--- src/rtl/pjd_pkg.sv ---
// Shared types and codes of the priority job dispatcher.
`default_nettype none
package pjd_pkg;

  localparam logic [2:0] ACT_ENQ_PRIO = 3'd0;
  localparam logic [2:0] ACT_ENQ_HEAD = 3'd1;
  localparam logic [2:0] ACT_PURGE    = 3'd2;
  localparam logic [2:0] ACT_FINISH   = 3'd3;
  localparam logic [2:0] ACT_PASS     = 3'd4;

  localparam logic [1:0] ST_OK        = 2'd0;
  localparam logic [1:0] ST_FULL      = 2'd1;
  localparam logic [1:0] ST_NOT_FOUND = 2'd2;

  localparam logic KIND_LAUNCH = 1'b0;
  localparam logic KIND_STATUS = 1'b1;

  localparam logic [2:0] REG_PROC_MIN   = 3'd0;
  localparam logic [2:0] REG_PROC_MAX   = 3'd1;
  localparam logic [2:0] REG_LOAD_LIMIT = 3'd2;
  localparam logic [2:0] REG_RES_LIM_0  = 3'd3;
  localparam logic [2:0] REG_RES_LIM_1  = 3'd4;
  localparam logic [2:0] REG_RES_LIM_2  = 3'd5;
  localparam logic [2:0] REG_RES_LIM_3  = 3'd6;
  localparam logic [2:0] REG_PAUSED     = 3'd7;

  localparam logic [4:0] MAX_LAUNCH = 5'd16;

  typedef struct packed {
    logic [2:0] action;
    logic [7:0] job_id;
    logic [7:0] priority_req;
    logic [3:0] resource_mask;
    logic       load_valid;
    logic [7:0] load_sample;
  } pjd_req_t;

  typedef struct packed {
    logic       result_kind;
    logic [7:0] launched_id;
    logic [1:0] status;
    logic       last;
  } pjd_res_t;

  typedef struct packed {
    logic [7:0]      proc_min;
    logic [7:0]      proc_max;
    logic [7:0]      load_limit;
    logic [3:0][7:0] res_limit;
    logic [3:0]      paused_mask;
  } pjd_cfg_t;

  typedef struct packed {
    logic [7:0] job;
    logic [7:0] prio;
    logic [3:0] res;
  } pjd_qent_t;

  typedef struct packed {
    logic [7:0] job;
    logic [3:0] res;
  } pjd_rent_t;

endpackage
`default_nettype wire

--- src/rtl/pjd_ram.sv ---
// Generic single write port RAM with one registered read port.
`default_nettype none
module pjd_ram #(
  parameter int WIDTH = 8,
  parameter int DEPTH = 16
) (
  input  wire logic                                    clk_i,
  input  wire logic                                    we_i,
  input  wire logic [((DEPTH > 1) ? $clog2(DEPTH) : 1)-1:0] waddr_i,
  input  wire logic [WIDTH-1:0]                        wdata_i,
  input  wire logic [((DEPTH > 1) ? $clog2(DEPTH) : 1)-1:0] raddr_i,
  output logic      [WIDTH-1:0]                        rdata_o
);

  logic [WIDTH-1:0] mem_q [DEPTH];

  always_ff @(posedge clk_i) begin
    if (we_i) begin
      mem_q[waddr_i] <= wdata_i;
    end
    rdata_o <= mem_q[raddr_i];
  end

endmodule
`default_nettype wire

--- src/rtl/pjd_admit.sv ---
// Admission check unit shared by every step of a dispatch pass.
`default_nettype none
module pjd_admit import pjd_pkg::*; #(
  parameter int RUN_DEPTH     = 16,
  parameter int NUM_RESOURCES = 4,
  parameter int RCW           = 5
) (
  input  wire logic                               clk_i,
  input  wire logic                               rst_ni,
  input  wire pjd_cfg_t                           cfg_i,
  input  wire logic [RCW-1:0]                     running_i,
  input  wire logic [NUM_RESOURCES-1:0][RCW-1:0]  res_running_i,
  input  wire logic [RCW-1:0]                     at_sample_i,
  input  wire logic [7:0]                         base_load_i,
  input  wire logic [3:0]                         mask_i,
  output logic                                    admit_o
);

  logic [9:0]         run_ext;
  logic signed [10:0] est;
  logic               count_ok;
  logic               res_ok;

  always_comb begin
    run_ext  = 10'(running_i);
    est      = $signed({3'b000, base_load_i}) + $signed(11'(running_i))
             - $signed(11'(at_sample_i));
    count_ok = (run_ext < 10'(RUN_DEPTH)) && (run_ext < {2'b00, cfg_i.proc_max});
    if (run_ext >= {2'b00, cfg_i.proc_min}) begin
      if (est >= $signed({3'b000, cfg_i.load_limit})) begin
        count_ok = 1'b0;
      end
    end
    res_ok = 1'b1;
    for (int r = 0; r < NUM_RESOURCES; r++) begin
      if (mask_i[r] && (cfg_i.paused_mask[r] ||
          (10'(res_running_i[r]) >= {2'b00, cfg_i.res_limit[r]}))) begin
        res_ok = 1'b0;
      end
    end
    admit_o = count_ok && res_ok;
  end

  assert property (@(posedge clk_i) disable iff (!rst_ni)
    admit_o |-> (run_ext < 10'(RUN_DEPTH)))
    else $error("admission granted with a full run table");

endmodule
`default_nettype wire

--- src/rtl/priority_job_dispatcher_unit.sv ---
// Top level of the priority job dispatcher: sequencer, counters and tables.
// Usage:
//   A request is taken at a clock edge where start is high and busy is low.
//   busy stays high until the request is finished. Each result appears on
//   res_o for one cycle with res_valid_o high; the receiver cannot stall.
//   A request gives zero or more launch results in queue order, then one
//   status result with last set.
//   An enqueue walks the queue to insert the new entry unless it is full, then
//   runs the pass; a pass and a purge walk the queue, a finish the run table.
//   Results appear in the cycle after they are formed. Every element takes a
//   read state and an evaluation state because the queue and run tables sit in
//   RAMs with a registered read port and the single admission unit judges one
//   entry at a time. The configuration channel is always ready; the user must
//   see that registers are written only while the block is idle, which the block
//   itself does not enforce. Reset empties the queue and the run table at once
//   and loads the register reset values; no clearing pass is needed.
`default_nettype none
module priority_job_dispatcher_unit import pjd_pkg::*; #(
  parameter int QUEUE_DEPTH   = 16,
  parameter int RUN_DEPTH     = 16,
  parameter int NUM_RESOURCES = 4
) (
  input  wire logic     clk_i,
  input  wire logic     rst_ni,
  input  wire logic     start,
  output logic          busy,
  input  wire pjd_req_t req_i,
  output logic          res_valid_o,
  output pjd_res_t      res_o,
  input  wire logic     cfg_valid_i,
  output logic          cfg_ready_o,
  input  wire logic [2:0] cfg_index_i,
  input  wire logic [7:0] cfg_data_i
);

  localparam int QAW = (QUEUE_DEPTH > 1) ? $clog2(QUEUE_DEPTH) : 1;
  localparam int RAW = (RUN_DEPTH > 1) ? $clog2(RUN_DEPTH) : 1;
  localparam int QCW = $clog2(QUEUE_DEPTH + 1);
  localparam int RCW = $clog2(RUN_DEPTH + 1);
  localparam int IW  = (QCW > RCW) ? QCW : RCW;
  localparam logic [3:0] RES_KEEP = 4'((1 << NUM_RESOURCES) - 1);

  localparam logic [1:0] S_IDLE = 2'd0;
  localparam logic [1:0] S_READ = 2'd1;
  localparam logic [1:0] S_EVAL = 2'd2;
  localparam logic [1:0] S_STAT = 2'd3;

  localparam logic [1:0] OP_INS   = 2'd0;
  localparam logic [1:0] OP_PASS  = 2'd1;
  localparam logic [1:0] OP_PURGE = 2'd2;
  localparam logic [1:0] OP_FIN   = 2'd3;

  pjd_cfg_t cfg_q;

  logic [1:0]      state_q, state_d;
  logic [1:0]      op_q, op_d;
  logic [IW-1:0]   idx_q, idx_d;
  logic [QCW-1:0]  wk_q, wk_d;
  logic [QCW-1:0]  qc_q, qc_d;
  logic [RCW-1:0]  rc_q, rc_d;
  logic [RCW-1:0]  ras_q, ras_d;
  logic [7:0]      base_q, base_d;
  logic [NUM_RESOURCES-1:0][RCW-1:0] rr_q, rr_d;
  logic [4:0]      n_q, n_d;
  logic [1:0]      st_q, st_d;
  logic            head_q, head_d;
  logic            ins_done_q, ins_done_d;
  logic            found_q, found_d;
  pjd_qent_t       new_q, new_d;
  pjd_qent_t       carry_q, carry_d;
  logic            res_valid_q, res_valid_d;
  pjd_res_t        res_q, res_d;

  logic            q_we, r_we;
  logic [QAW-1:0]  q_waddr;
  logic [RAW-1:0]  r_waddr;
  pjd_qent_t       q_wdata, q_rdata;
  pjd_rent_t       r_wdata, r_rdata;
  logic            admit;
  logic [IW-1:0]   lim;
  logic [IW-1:0]   idx_m1;

  pjd_ram #(.WIDTH($bits(pjd_qent_t)), .DEPTH(QUEUE_DEPTH)) u_queue (
    .clk_i   (clk_i),
    .we_i    (q_we),
    .waddr_i (q_waddr),
    .wdata_i (q_wdata),
    .raddr_i (idx_q[QAW-1:0]),
    .rdata_o (q_rdata)
  );

  pjd_ram #(.WIDTH($bits(pjd_rent_t)), .DEPTH(RUN_DEPTH)) u_run (
    .clk_i   (clk_i),
    .we_i    (r_we),
    .waddr_i (r_waddr),
    .wdata_i (r_wdata),
    .raddr_i (idx_q[RAW-1:0]),
    .rdata_o (r_rdata)
  );

  pjd_admit #(.RUN_DEPTH(RUN_DEPTH), .NUM_RESOURCES(NUM_RESOURCES), .RCW(RCW)) u_admit (
    .clk_i         (clk_i),
    .rst_ni        (rst_ni),
    .cfg_i         (cfg_q),
    .running_i     (rc_q),
    .res_running_i (rr_q),
    .at_sample_i   (ras_q),
    .base_load_i   (base_q),
    .mask_i        (q_rdata.res),
    .admit_o       (admit)
  );

  assign busy        = (state_q != S_IDLE);
  assign cfg_ready_o = 1'b1;
  assign res_valid_o = res_valid_q;
  assign res_o       = res_q;

  always_comb begin
    state_d     = state_q;
    op_d        = op_q;
    idx_d       = idx_q;
    wk_d        = wk_q;
    qc_d        = qc_q;
    rc_d        = rc_q;
    ras_d       = ras_q;
    base_d      = base_q;
    rr_d        = rr_q;
    n_d         = n_q;
    st_d        = st_q;
    head_d      = head_q;
    ins_done_d  = ins_done_q;
    found_d     = found_q;
    new_d       = new_q;
    carry_d     = carry_q;
    res_valid_d = 1'b0;
    res_d       = res_q;
    q_we        = 1'b0;
    q_waddr     = wk_q[QAW-1:0];
    q_wdata     = q_rdata;
    r_we        = 1'b0;
    r_waddr     = rc_q[RAW-1:0];
    r_wdata     = '{job: q_rdata.job, res: q_rdata.res};
    lim         = (op_q == OP_FIN) ? IW'(rc_q) : IW'(qc_q);
    idx_m1      = idx_q - IW'(1);

    case (state_q)
      S_IDLE: begin
        if (start) begin
          if (req_i.load_valid) begin
            base_d = req_i.load_sample;
            ras_d  = rc_q;
          end
          new_d      = '{job: req_i.job_id, prio: req_i.priority_req,
                         res: req_i.resource_mask & RES_KEEP};
          head_d     = (req_i.action == ACT_ENQ_HEAD);
          idx_d      = '0;
          wk_d       = '0;
          n_d        = '0;
          st_d       = ST_OK;
          ins_done_d = 1'b0;
          found_d    = 1'b0;
          state_d    = S_READ;
          case (req_i.action)
            ACT_ENQ_PRIO, ACT_ENQ_HEAD: begin
              if (qc_q == QCW'(QUEUE_DEPTH)) begin
                st_d = ST_FULL;
                op_d = OP_PASS;
              end else begin
                op_d = OP_INS;
              end
            end
            ACT_PURGE:  op_d = OP_PURGE;
            ACT_FINISH: op_d = OP_FIN;
            ACT_PASS:   op_d = OP_PASS;
            default:    state_d = S_STAT;
          endcase
        end
      end
      S_READ: begin
        if (idx_q < lim) begin
          state_d = S_EVAL;
        end else begin
          case (op_q)
            OP_INS: begin
              q_we    = 1'b1;
              q_waddr = idx_q[QAW-1:0];
              q_wdata = ins_done_q ? carry_q : new_q;
              qc_d    = qc_q + QCW'(1);
              op_d    = OP_PASS;
              idx_d   = '0;
              wk_d    = '0;
            end
            OP_PASS: begin
              qc_d    = wk_q;
              state_d = S_STAT;
            end
            OP_PURGE: begin
              if (wk_q == qc_q) begin
                st_d = ST_NOT_FOUND;
              end
              qc_d    = wk_q;
              state_d = S_STAT;
            end
            default: begin
              if (found_q) begin
                rc_d = rc_q - RCW'(1);
              end else begin
                st_d = ST_NOT_FOUND;
              end
              state_d = S_STAT;
            end
          endcase
        end
      end
      S_EVAL: begin
        idx_d   = idx_q + IW'(1);
        state_d = S_READ;
        case (op_q)
          OP_INS: begin
            if (!ins_done_q && (head_q || (new_q.prio > q_rdata.prio))) begin
              q_we       = 1'b1;
              q_waddr    = idx_q[QAW-1:0];
              q_wdata    = new_q;
              carry_d    = q_rdata;
              ins_done_d = 1'b1;
            end else if (ins_done_q) begin
              q_we    = 1'b1;
              q_waddr = idx_q[QAW-1:0];
              q_wdata = carry_q;
              carry_d = q_rdata;
            end
          end
          OP_PASS: begin
            if ((n_q < MAX_LAUNCH) && admit) begin
              r_we = 1'b1;
              rc_d = rc_q + RCW'(1);
              for (int r = 0; r < NUM_RESOURCES; r++) begin
                if (q_rdata.res[r]) begin
                  rr_d[r] = rr_q[r] + RCW'(1);
                end
              end
              n_d         = n_q + 5'd1;
              res_valid_d = 1'b1;
              res_d       = '{result_kind: KIND_LAUNCH, launched_id: q_rdata.job,
                              status: ST_OK, last: 1'b0};
            end else begin
              q_we = 1'b1;
              wk_d = wk_q + QCW'(1);
            end
          end
          OP_PURGE: begin
            if (q_rdata.job != new_q.job) begin
              q_we = 1'b1;
              wk_d = wk_q + QCW'(1);
            end
          end
          default: begin
            if (found_q) begin
              r_we    = 1'b1;
              r_waddr = idx_m1[RAW-1:0];
              r_wdata = r_rdata;
            end else if (r_rdata.job == new_q.job) begin
              found_d = 1'b1;
              for (int r = 0; r < NUM_RESOURCES; r++) begin
                if (r_rdata.res[r] && (rr_q[r] != '0)) begin
                  rr_d[r] = rr_q[r] - RCW'(1);
                end
              end
            end
          end
        endcase
      end
      default: begin
        res_valid_d = 1'b1;
        res_d       = '{result_kind: KIND_STATUS, launched_id: 8'd0,
                        status: st_q, last: 1'b1};
        state_d     = S_IDLE;
      end
    endcase
  end

  always_ff @(posedge clk_i or negedge rst_ni) begin
    if (!rst_ni) begin
      state_q     <= S_IDLE;
      op_q        <= OP_PASS;
      qc_q        <= '0;
      rc_q        <= '0;
      ras_q       <= '0;
      base_q      <= '0;
      rr_q        <= '0;
      res_valid_q <= 1'b0;
      cfg_q       <= '{proc_min: 8'd0, proc_max: 8'd255, load_limit: 8'd255,
                       res_limit: {4{8'd255}}, paused_mask: 4'd0};
    end else begin
      state_q     <= state_d;
      op_q        <= op_d;
      qc_q        <= qc_d;
      rc_q        <= rc_d;
      ras_q       <= ras_d;
      base_q      <= base_d;
      rr_q        <= rr_d;
      res_valid_q <= res_valid_d;
      if (cfg_valid_i) begin
        case (cfg_index_i)
          REG_PROC_MIN:   cfg_q.proc_min     <= cfg_data_i;
          REG_PROC_MAX:   cfg_q.proc_max     <= cfg_data_i;
          REG_LOAD_LIMIT: cfg_q.load_limit   <= cfg_data_i;
          REG_RES_LIM_0:  cfg_q.res_limit[0] <= cfg_data_i;
          REG_RES_LIM_1:  cfg_q.res_limit[1] <= cfg_data_i;
          REG_RES_LIM_2:  cfg_q.res_limit[2] <= cfg_data_i;
          REG_RES_LIM_3:  cfg_q.res_limit[3] <= cfg_data_i;
          REG_PAUSED:     cfg_q.paused_mask  <= cfg_data_i[3:0];
          default: ;
        endcase
      end
    end
  end

  always_ff @(posedge clk_i) begin
    idx_q      <= idx_d;
    wk_q       <= wk_d;
    n_q        <= n_d;
    st_q       <= st_d;
    head_q     <= head_d;
    ins_done_q <= ins_done_d;
    found_q    <= found_d;
    new_q      <= new_d;
    carry_q    <= carry_d;
    res_q      <= res_d;
  end

  assert property (@(posedge clk_i) disable iff (!rst_ni)
    (start && !busy) |=> busy)
    else $error("request taken without the block becoming busy");

  assert property (@(posedge clk_i) disable iff (!rst_ni)
    (rc_q <= RCW'(RUN_DEPTH)) && (qc_q <= QCW'(QUEUE_DEPTH)))
    else $error("queue or run count beyond its depth");

  assert property (@(posedge clk_i) disable iff (!rst_ni)
    (res_valid_o && res_o.last) |-> !busy)
    else $error("status result delivered while the request is still running");

  assert property (@(posedge clk_i) disable iff (!rst_ni)
    (state_q == S_EVAL && op_q == OP_PASS) |-> (n_q <= MAX_LAUNCH))
    else $error("launch counter overran its cap");

endmodule
`default_nettype wire

--- config.mk ---
export PLATFORM = sky130hd
export DESIGN_NAME = priority_job_dispatcher_unit
export DESIGN_NICKNAME = d
export VERILOG_FILES = /design/src/rtl/pjd_pkg.sv /design/src/rtl/pjd_ram.sv /design/src/rtl/pjd_admit.sv /design/src/rtl/priority_job_dispatcher_unit.sv
export SDC_FILE = /design/constraint.sdc
export NUM_CORES = 1
export LEC_CHECK = 0
export BUFFER_PORTS_ARGS = -buffer_cell sky130_fd_sc_hd__buf_4
export CAP_MARGIN = 20
export CORE_ASPECT_RATIO = 0.6
export CORE_MARGIN = 5
export CORE_UTILIZATION = 55
export DETAILED_ROUTE_END_ITERATION = 8
export PLACE_DENSITY = 0.71
export SETUP_SLACK_MARGIN = 0.15
export SLEW_MARGIN = 10
export SYNTH_ARGS = -nofsm -noshare
export SYNTH_HDL_FRONTEND = slang
export SYNTH_SLANG_ARGS = --single-unit
export TNS_END_PERCENT = 1
--- constraint.sdc ---
create_clock -name clk_i -period 8 [get_ports clk_i]
set_input_delay 1.6 -clock clk_i [delete_from_list [all_inputs] [get_ports clk_i]]
set_output_delay 1.6 -clock clk_i [all_outputs]
set_load 0.03 [all_outputs]
# Yosys cells after proc, flatten, opt, wreduce, memory -nomap -nowiden
# Memory sizes are Yosys's and may differ from the RTL's. A register that Yosys moved wholly into a read port is not among the register bits.
# Cells that the tools add are included.
[word_totals]
regBits = 180
mem_bits_rw = 512
input_bits = 47
word_cells = 289
n_memories = 2
[op_classes]
n_addsub = 17
order_cmp = 11
eq_ne = 44
n_mux = 105
bitwise = 3
reduce_logical = 71
[mem_list]
columns = ["memory", "words", "width", "read_ports", "rd_clocked_by_memory_dff", "wr", "line", "rtl"]
rows = [
  ["u_queue.mem_q", 16, 20, 1, 1, 1, "pjd_ram.sv:15", "logic [WIDTH-1:0] mem_q [DEPTH];"],
  ["u_run.mem_q", 16, 12, 1, 1, 1, "pjd_ram.sv:15", ""],
]
[op_table]
columns = ["op", "count"]
rows = [
  ["20-bit two-way mux", 11],
  ["5-bit two-way mux", 21],
  ["20-bit case mux with 2 select lines", 2],
  ["12-bit two-way mux", 5],
  ["5-bit by 1-bit adder with 5-bit output (second input constant)", 9],
  ["5-bit by 8-bit greater-or-equal comparator with 1-bit output", 5],
  ["5-bit case mux with 2 select lines", 4],
  ["7-bit AND reduction", 5],
  ["4-bit two-way mux", 8],
  ["5-bit case mux with 3 select lines", 2],
  ["1-bit two-way mux", 28],
  ["5-bit by 1-bit subtractor with 5-bit output (second input constant)", 5],
  ["2-bit inequality test (second input constant)", 12],
  ["12-bit case mux with 2 select lines", 1],
  ["2-bit two-way mux", 11],
  ["2-bit nonzero test", 11],
  ["2-bit AND reduction", 10],
  ["5-bit nonzero test", 4],
  ["3-bit inequality test (second input constant)", 6],
  ["3-bit == test (second input constant)", 5],
  ["3-bit AND reduction", 5],
  ["3-bit by 2-bit == test with 1-bit output (second input constant)", 4],
  ["1-bit logical AND", 12],
  ["2-bit case mux with 2 select lines", 3],
  ["other kinds (34)", 62],
]

# Depth between registers and ports, before layout
[depth]
word_depth = 14
ltp_mapped = 21
depth_no_buf = 21

# Cells and area by module
# A second synthesis with hierarchy kept.
[hier_totals]
hier_cells = 1979
hier_area_um2 = 31901.8
[by_module_without_submodules]
columns = ["mod", "n_inst", "cells_each", "area_per_inst_um2"]
rows = [
  ["pjd_ram (u_queue)", 1, 533, 12530.8],
  ["priority_job_dispatcher_unit", 1, 904, 10222.3],
  ["pjd_ram (u_run)", 1, 329, 7599.8],
  ["pjd_admit", 1, 213, 1549.0],
]

# Worst setup path before layout
# No wires, ideal clock.
[synth_timing]
path_type = "reg-to-reg"
startpoint = "reg rc_q[0]"
endpoint = "mem u_queue.mem_q[0][0] (netlist name) (enable)"
setup_time_ns = 0.427
arrival_time_ns = 5.370
t_required_ns = 7.573
slack_ns = 2.204
stages_incl_launch_ff = 20
period_less_slack_ns = 5.796
cell_sequence = "dfrtp_1 > ha_1 > inv_1 > fa_1 > nor2b_1 > o211ai_1 > nand2_1 > a21oi_1 > ha_1 > a21boi_0 > nor3_1 > xnor2_1 > ha_1 > nand4_1 > nor3_1 > nor2_1 > o211ai_2 > a21oi_1 > a21o_1 > nor3b_1"
[synth_between]
elab_chain_len = 12
word_cells_on_any_way = 21
cone_classes = "add/sub (2); order compare (5); mux (11); reduce/logical (3)"
[synth_rtl]
columns = ["element", "line", "rtl"]
rows = [
  ["from (decl)", "priority_job_dispatcher_unit.sv:60", "logic [RCW-1:0] rc_q, rc_d;"],
  ["from (signal assigned)", "priority_job_dispatcher_unit.sv:298", "rc_q <= rc_d;"],
  ["8-bit by 5-bit adder with 9-bit output", "pjd_admit.sv:26", "est = $signed({3'b000, base_load_i}) + $signed(11'(running_i))"],
  ["11-bit by 6-bit subtractor with 11-bit output", "pjd_admit.sv:27", "- $signed(11'(at_sample_i));"],
  ["11-bit by 9-bit greater-or-equal comparator with 1-bit output", "pjd_admit.sv:30", "if (est >= $signed({3'b000, cfg_i.load_limit})) begin"],
  ["1-bit two-way mux", "pjd_admit.sv:30", ""],
  ["1-bit two-way mux", "pjd_admit.sv:29", "if (run_ext >= {2'b00, cfg_i.proc_min}) begin"],
  ["1-bit logical AND", "pjd_admit.sv:41", "admit_o = count_ok && res_ok;"],
  ["1-bit logical AND", "priority_job_dispatcher_unit.sv:234", "if ((n_q < MAX_LAUNCH) && admit) begin"],
  ["1-bit two-way mux", "priority_job_dispatcher_unit.sv:234", ""],
  ["1-bit case mux with 3 select lines", "priority_job_dispatcher_unit.sv:218", "case (op_q)"],
  ["1-bit case mux with 2 select lines", "priority_job_dispatcher_unit.sv:146", "case (state_q)"],
  ["1-bit two-way mux", "pjd_ram.sv:18", "if (we_i) begin"],
  ["1-bit two-way mux (implied by the code)", "pjd_ram.sv:19", "mem_q[waddr_i] <= wdata_i;"],
  ["to (decl)", "pjd_ram.sv:15", ""],
]
# Parallel ways exist; a longest one is shown, timed or not.

# Worst setup path after layout
[layout_timing]
startpoint = "reg rc_q[0]"
endpoint = "mem u_queue.mem_q[15][13] (netlist name) (enable)"
# The elaborated chain is that of the path after synthesis.

==> results.md <==
* Result of the run: complete, no violations
* Slew @ Worst Pin at 1170 ps
* Syn Std Cell Area at 0.0315 mm2
* Per-cell routed wire length at 28.1 um
* Total number of nets in the final design at between 2,000 and 2,500
* Most frequent cells after synthesis: sky130_fd_sc_hd__edfxtp_1, sky130_fd_sc_hd__mux4_2, sky130_fd_sc_hd__nand2_1, sky130_fd_sc_hd__ha_1, sky130_fd_sc_hd__inv_1
* Fraction of synthesized cell area in xor and xnor cells at 1.56%
* Total CTS buffers at 67
* Global-route congestion overflow total at 0
* Share of synthesized cell area in and, or, nand and nor gates at 5.82%
* Clock latency at the later pin of the worst-skew pair at 620 ps
* Share of post-route cells with drive strength above 1 at 26.0%
* Wire length of the first global-routing pass at about 120,000 um
* Buffer depth of the longest clock path at 3
* Library cell with the largest summed area after synthesis: sky130_fd_sc_hd__edfxtp_1
* Startpoint class of the critical path: flop
* Time the worst path needs with I/O delays and setup at 6640 ps
* Syn-to-layout area delta at 12.1%
* Power density cells at about 430 mW/mm2
* Area used by multi-input combinational logic at 0.0101 mm2
* Std cell rows at 68
* Post-CTS Setup Bufs at 0
* CTS resizes at 0
* Yosys warnings at 0
* Die Y at 195 um
* Chain of cells forming the critical path: ha_1, inv_1, fa_1, inv_1, ha_1, nor2b_1, o31ai_1, a21oi_1, nor4_4, xnor2_1, ha_1, nand4_1, nor3_1, nor2_1, o211ai_2, a21oi_1, a221oi_1, and2_1
* Final ANT Viol Nets at 0
* Cell repeated most along the worst path: sky130_fd_sc_hd__ha_1
* Source of the worst register-to-register timing path: rc_q[0]
* Utilization of the core after routing at slightly above 60%
* Leak at 12.3 nW
* Number of flops mapped to enable cells by yosys at 583
* Pins over their slew limit at 0
* Starting Density at between 50% and 60%
* Worst VDD drop at between 0.2 and 0.25 mV
* Async S/R FF share, synth at 14.9%
* Clock sink count at 723
* Endpoint class of the critical path: flop
* Largest net degree at the start of global routing at 88
* Number of DRC markers after the initial detailed-route iteration at 2,312
* Vias at around 18,000
* Routed via count divided by cell count at 6.42
* Syn nets at 2,064
* Source of the critical timing path: rc_q[0]
* Clock root buffer master: sky130_fd_sc_hd__clkbuf_16
* Dominant synthesized flop cell: sky130_fd_sc_hd__edfxtp_1
* Post-detailed-routing wire length at roughly 80,000 um
* Share of synthesized area occupied by flip-flops and latches at 66.3%
* Clock slew at the register clock pins of the worst setup and hold paths at 70 ps
* Unrepaired setup endpoints after global routing: false
* CTS tree: built
* Number of different library cells in the post-synthesis netlist at 79
* Via count of the first global-routing pass at 17,800
* Data required time of the critical path at around 8200 ps
* Flop and latch count out of synthesis at between 700 and 800
* Synth area leaders: sky130_fd_sc_hd__edfxtp_1, sky130_fd_sc_hd__mux4_2, sky130_fd_sc_hd__dfrtp_1
* X dimension of the die at around 320 um
* Total of fill cells in the finished design at 4,043
* Mux share of post-synthesis cell area at 14.3%
* Cell at the slowest stage of the critical path: sky130_fd_sc_hd__and2_1
* Core footprint at 0.0571 mm2
* Count leader, synth: sky130_fd_sc_hd__edfxtp_1
* Met2 capacity usage during global routing at 31.1%
* Count of non-filler cells in the finished layout at 2,846
* Initial antenna violation count at 3
* Number of antenna cells inserted at 0
* Global route hottest layer: met1
* Global-route track usage on met1 at roughly 40%
* Combinational family with the most area after synthesis: multiplexers
* Grt met3 use at 13.0%
* Type of the worst setup path: flop to flop
* Top-area cell type share of the netlist area at 55.5%
* Placed wire-length estimate at 55,300 um
* Total Die Area at 0.0624 mm2
* Max Fanout on Critical Path at 20
* H-tree depth reported by CTS at 3
* Delay of the slowest cell on the worst path at 1000 ps
* Final hold violations at 0
* Pre-Repair DR Iteration Count at 5
* Count of placed standard cells including taps at 2,715
* Arrival time worst endpoint at 6870 ps
* I/O Pins at 62
* Post-synthesis compound-gate area fraction at between 6 and 7%
* Number of buffers added to fix hold violations after cts at 0
* Ratio of final minimum period to clock period at 83.0%
* Worst hold start: u_queue.rdata_o[5]
* Routability cong. at 0.900
* Count of endpoints failing setup in the final report at 0
* Post-route DRC at 0
* FF/Latch Area at 0.0209 mm2
* Syn Area/Cell at ~16 um2
* Clock skew after layout at approximately 30 ps
* Post-synthesis instance total at between 1,500 and 2,000
* F_max at 151 MHz
* Global Route Usage Sum at 25.5%
* Number of buffers added on ports at 60
* Max-capacitance violation count at 0
* Post-synthesis adder-cell area fraction at 3.94%
* Setup TNS Final at 0 ps
* Worst slew margin at a little over a fifth
* Hold crit path type: flop to flop
[where the power goes]
part | switching (mW) | internal [mW]
clock | 1.42 | 1.74
combinational | 3.89 | 2.20
sequential | 0.439 | 5.37
total | 5.74 | 9.30
[flip-flops by register name, indices dropped and copies added, names as in the netlist, 2 cells and up]
register         count
u_queue.mem_q      320
u_run.mem_q        192
cfg_q               60
carry_q             20
new_q               20
rr_q                20
u_queue.rdata_o     20
u_run.rdata_o       12
res_o               11
base_q               8
idx_q                5
n_q                  5
qc_q                 5
ras_q                5
rc_q                 5
wk_q                 5
op_q                 2
st_q                 2
state_q              2
[layout by cell type, fill, tap and decap left out, drive strengths merged, types with 24 or more instances in the layout]
cell type  count
edfxtp       583
mux4         160
nand2        132
buf          118
clkbuf        90
ha            88
inv           86
mux2          68
o21ai         62
dfrtp         59
nor2          57
a21oi         55
dfstp         49
xnor2         39
nor3          35
and2          32
dfxtp         32
nand3         31
clkinv        24
[area by class of cell]
class                   instances  area share, %
flip-flops and latches        723           59.2
multi-input cells            1030           28.6
clock buffers                  90           5.33
well taps                     770           2.73
repair buffers                118           2.63
inverters                      81          0.860
clock inverters                34          0.747
[metal layers]
layer,up-vias,wire [um],share of wire (%)
li1,7703,-,-
met2,1103,30300,38
met5,-,21,0.026
met3,104,13400,17
met1,9352,34700,43
met4,4,1440,1.8
[stage by stage]
stage	setup WS [ps]	cell area, um2	hold WS (ps)	power, mW
6_report	1360	35300	432	15.0
5_1_grt	966	35300	440	15.8
3_5_place_dp	1470	33100	415	11.8
4_1_cts	1470	35300	430	14.9
2_1_floorplan	2200	31500	408	9.49
3_3_place_gp	1700	33100	420	11.6
[critical path: cells and delay by family, from the launching register on]
family                     cells  cell delay (ps)
xor gates and xnor gates       1              120
AOI/OAI and AO/OA              5             1940
DFF                            1              560
adders and majority gates      4             1370
buffers and inverters          2              120
and+or+nand+nor                6             2120
[final timing paths]
kind                       slack, ps  cells past startpoint                    end
hold / removal                   430                      0             carry_q[5]
setup / recovery                1360                     18  u_queue.mem_q[15][13]
max in group asynchronous       6010                      2               cfg_q[1]
hold reg to reg                  430                      0             carry_q[5]
min in group asynchronous        880                      1             state_q[0]
setup reg to reg                1360                     18  u_queue.mem_q[15][13]
[kinds of logic (layout without fill, tap and decap cells)]
family	count (synthesis)	after routing
XOR/XNOR	56	56
AND/OR/NAND/NOR	367	367
buffers and inverters	169	323
adder cells (fa/ha/maj)	95	95
multiplexers	237	237
other	1	1
flip-flops	723	723
AO/OA/AOI/OAI	274	274
(Power assumes the default switching activity.)
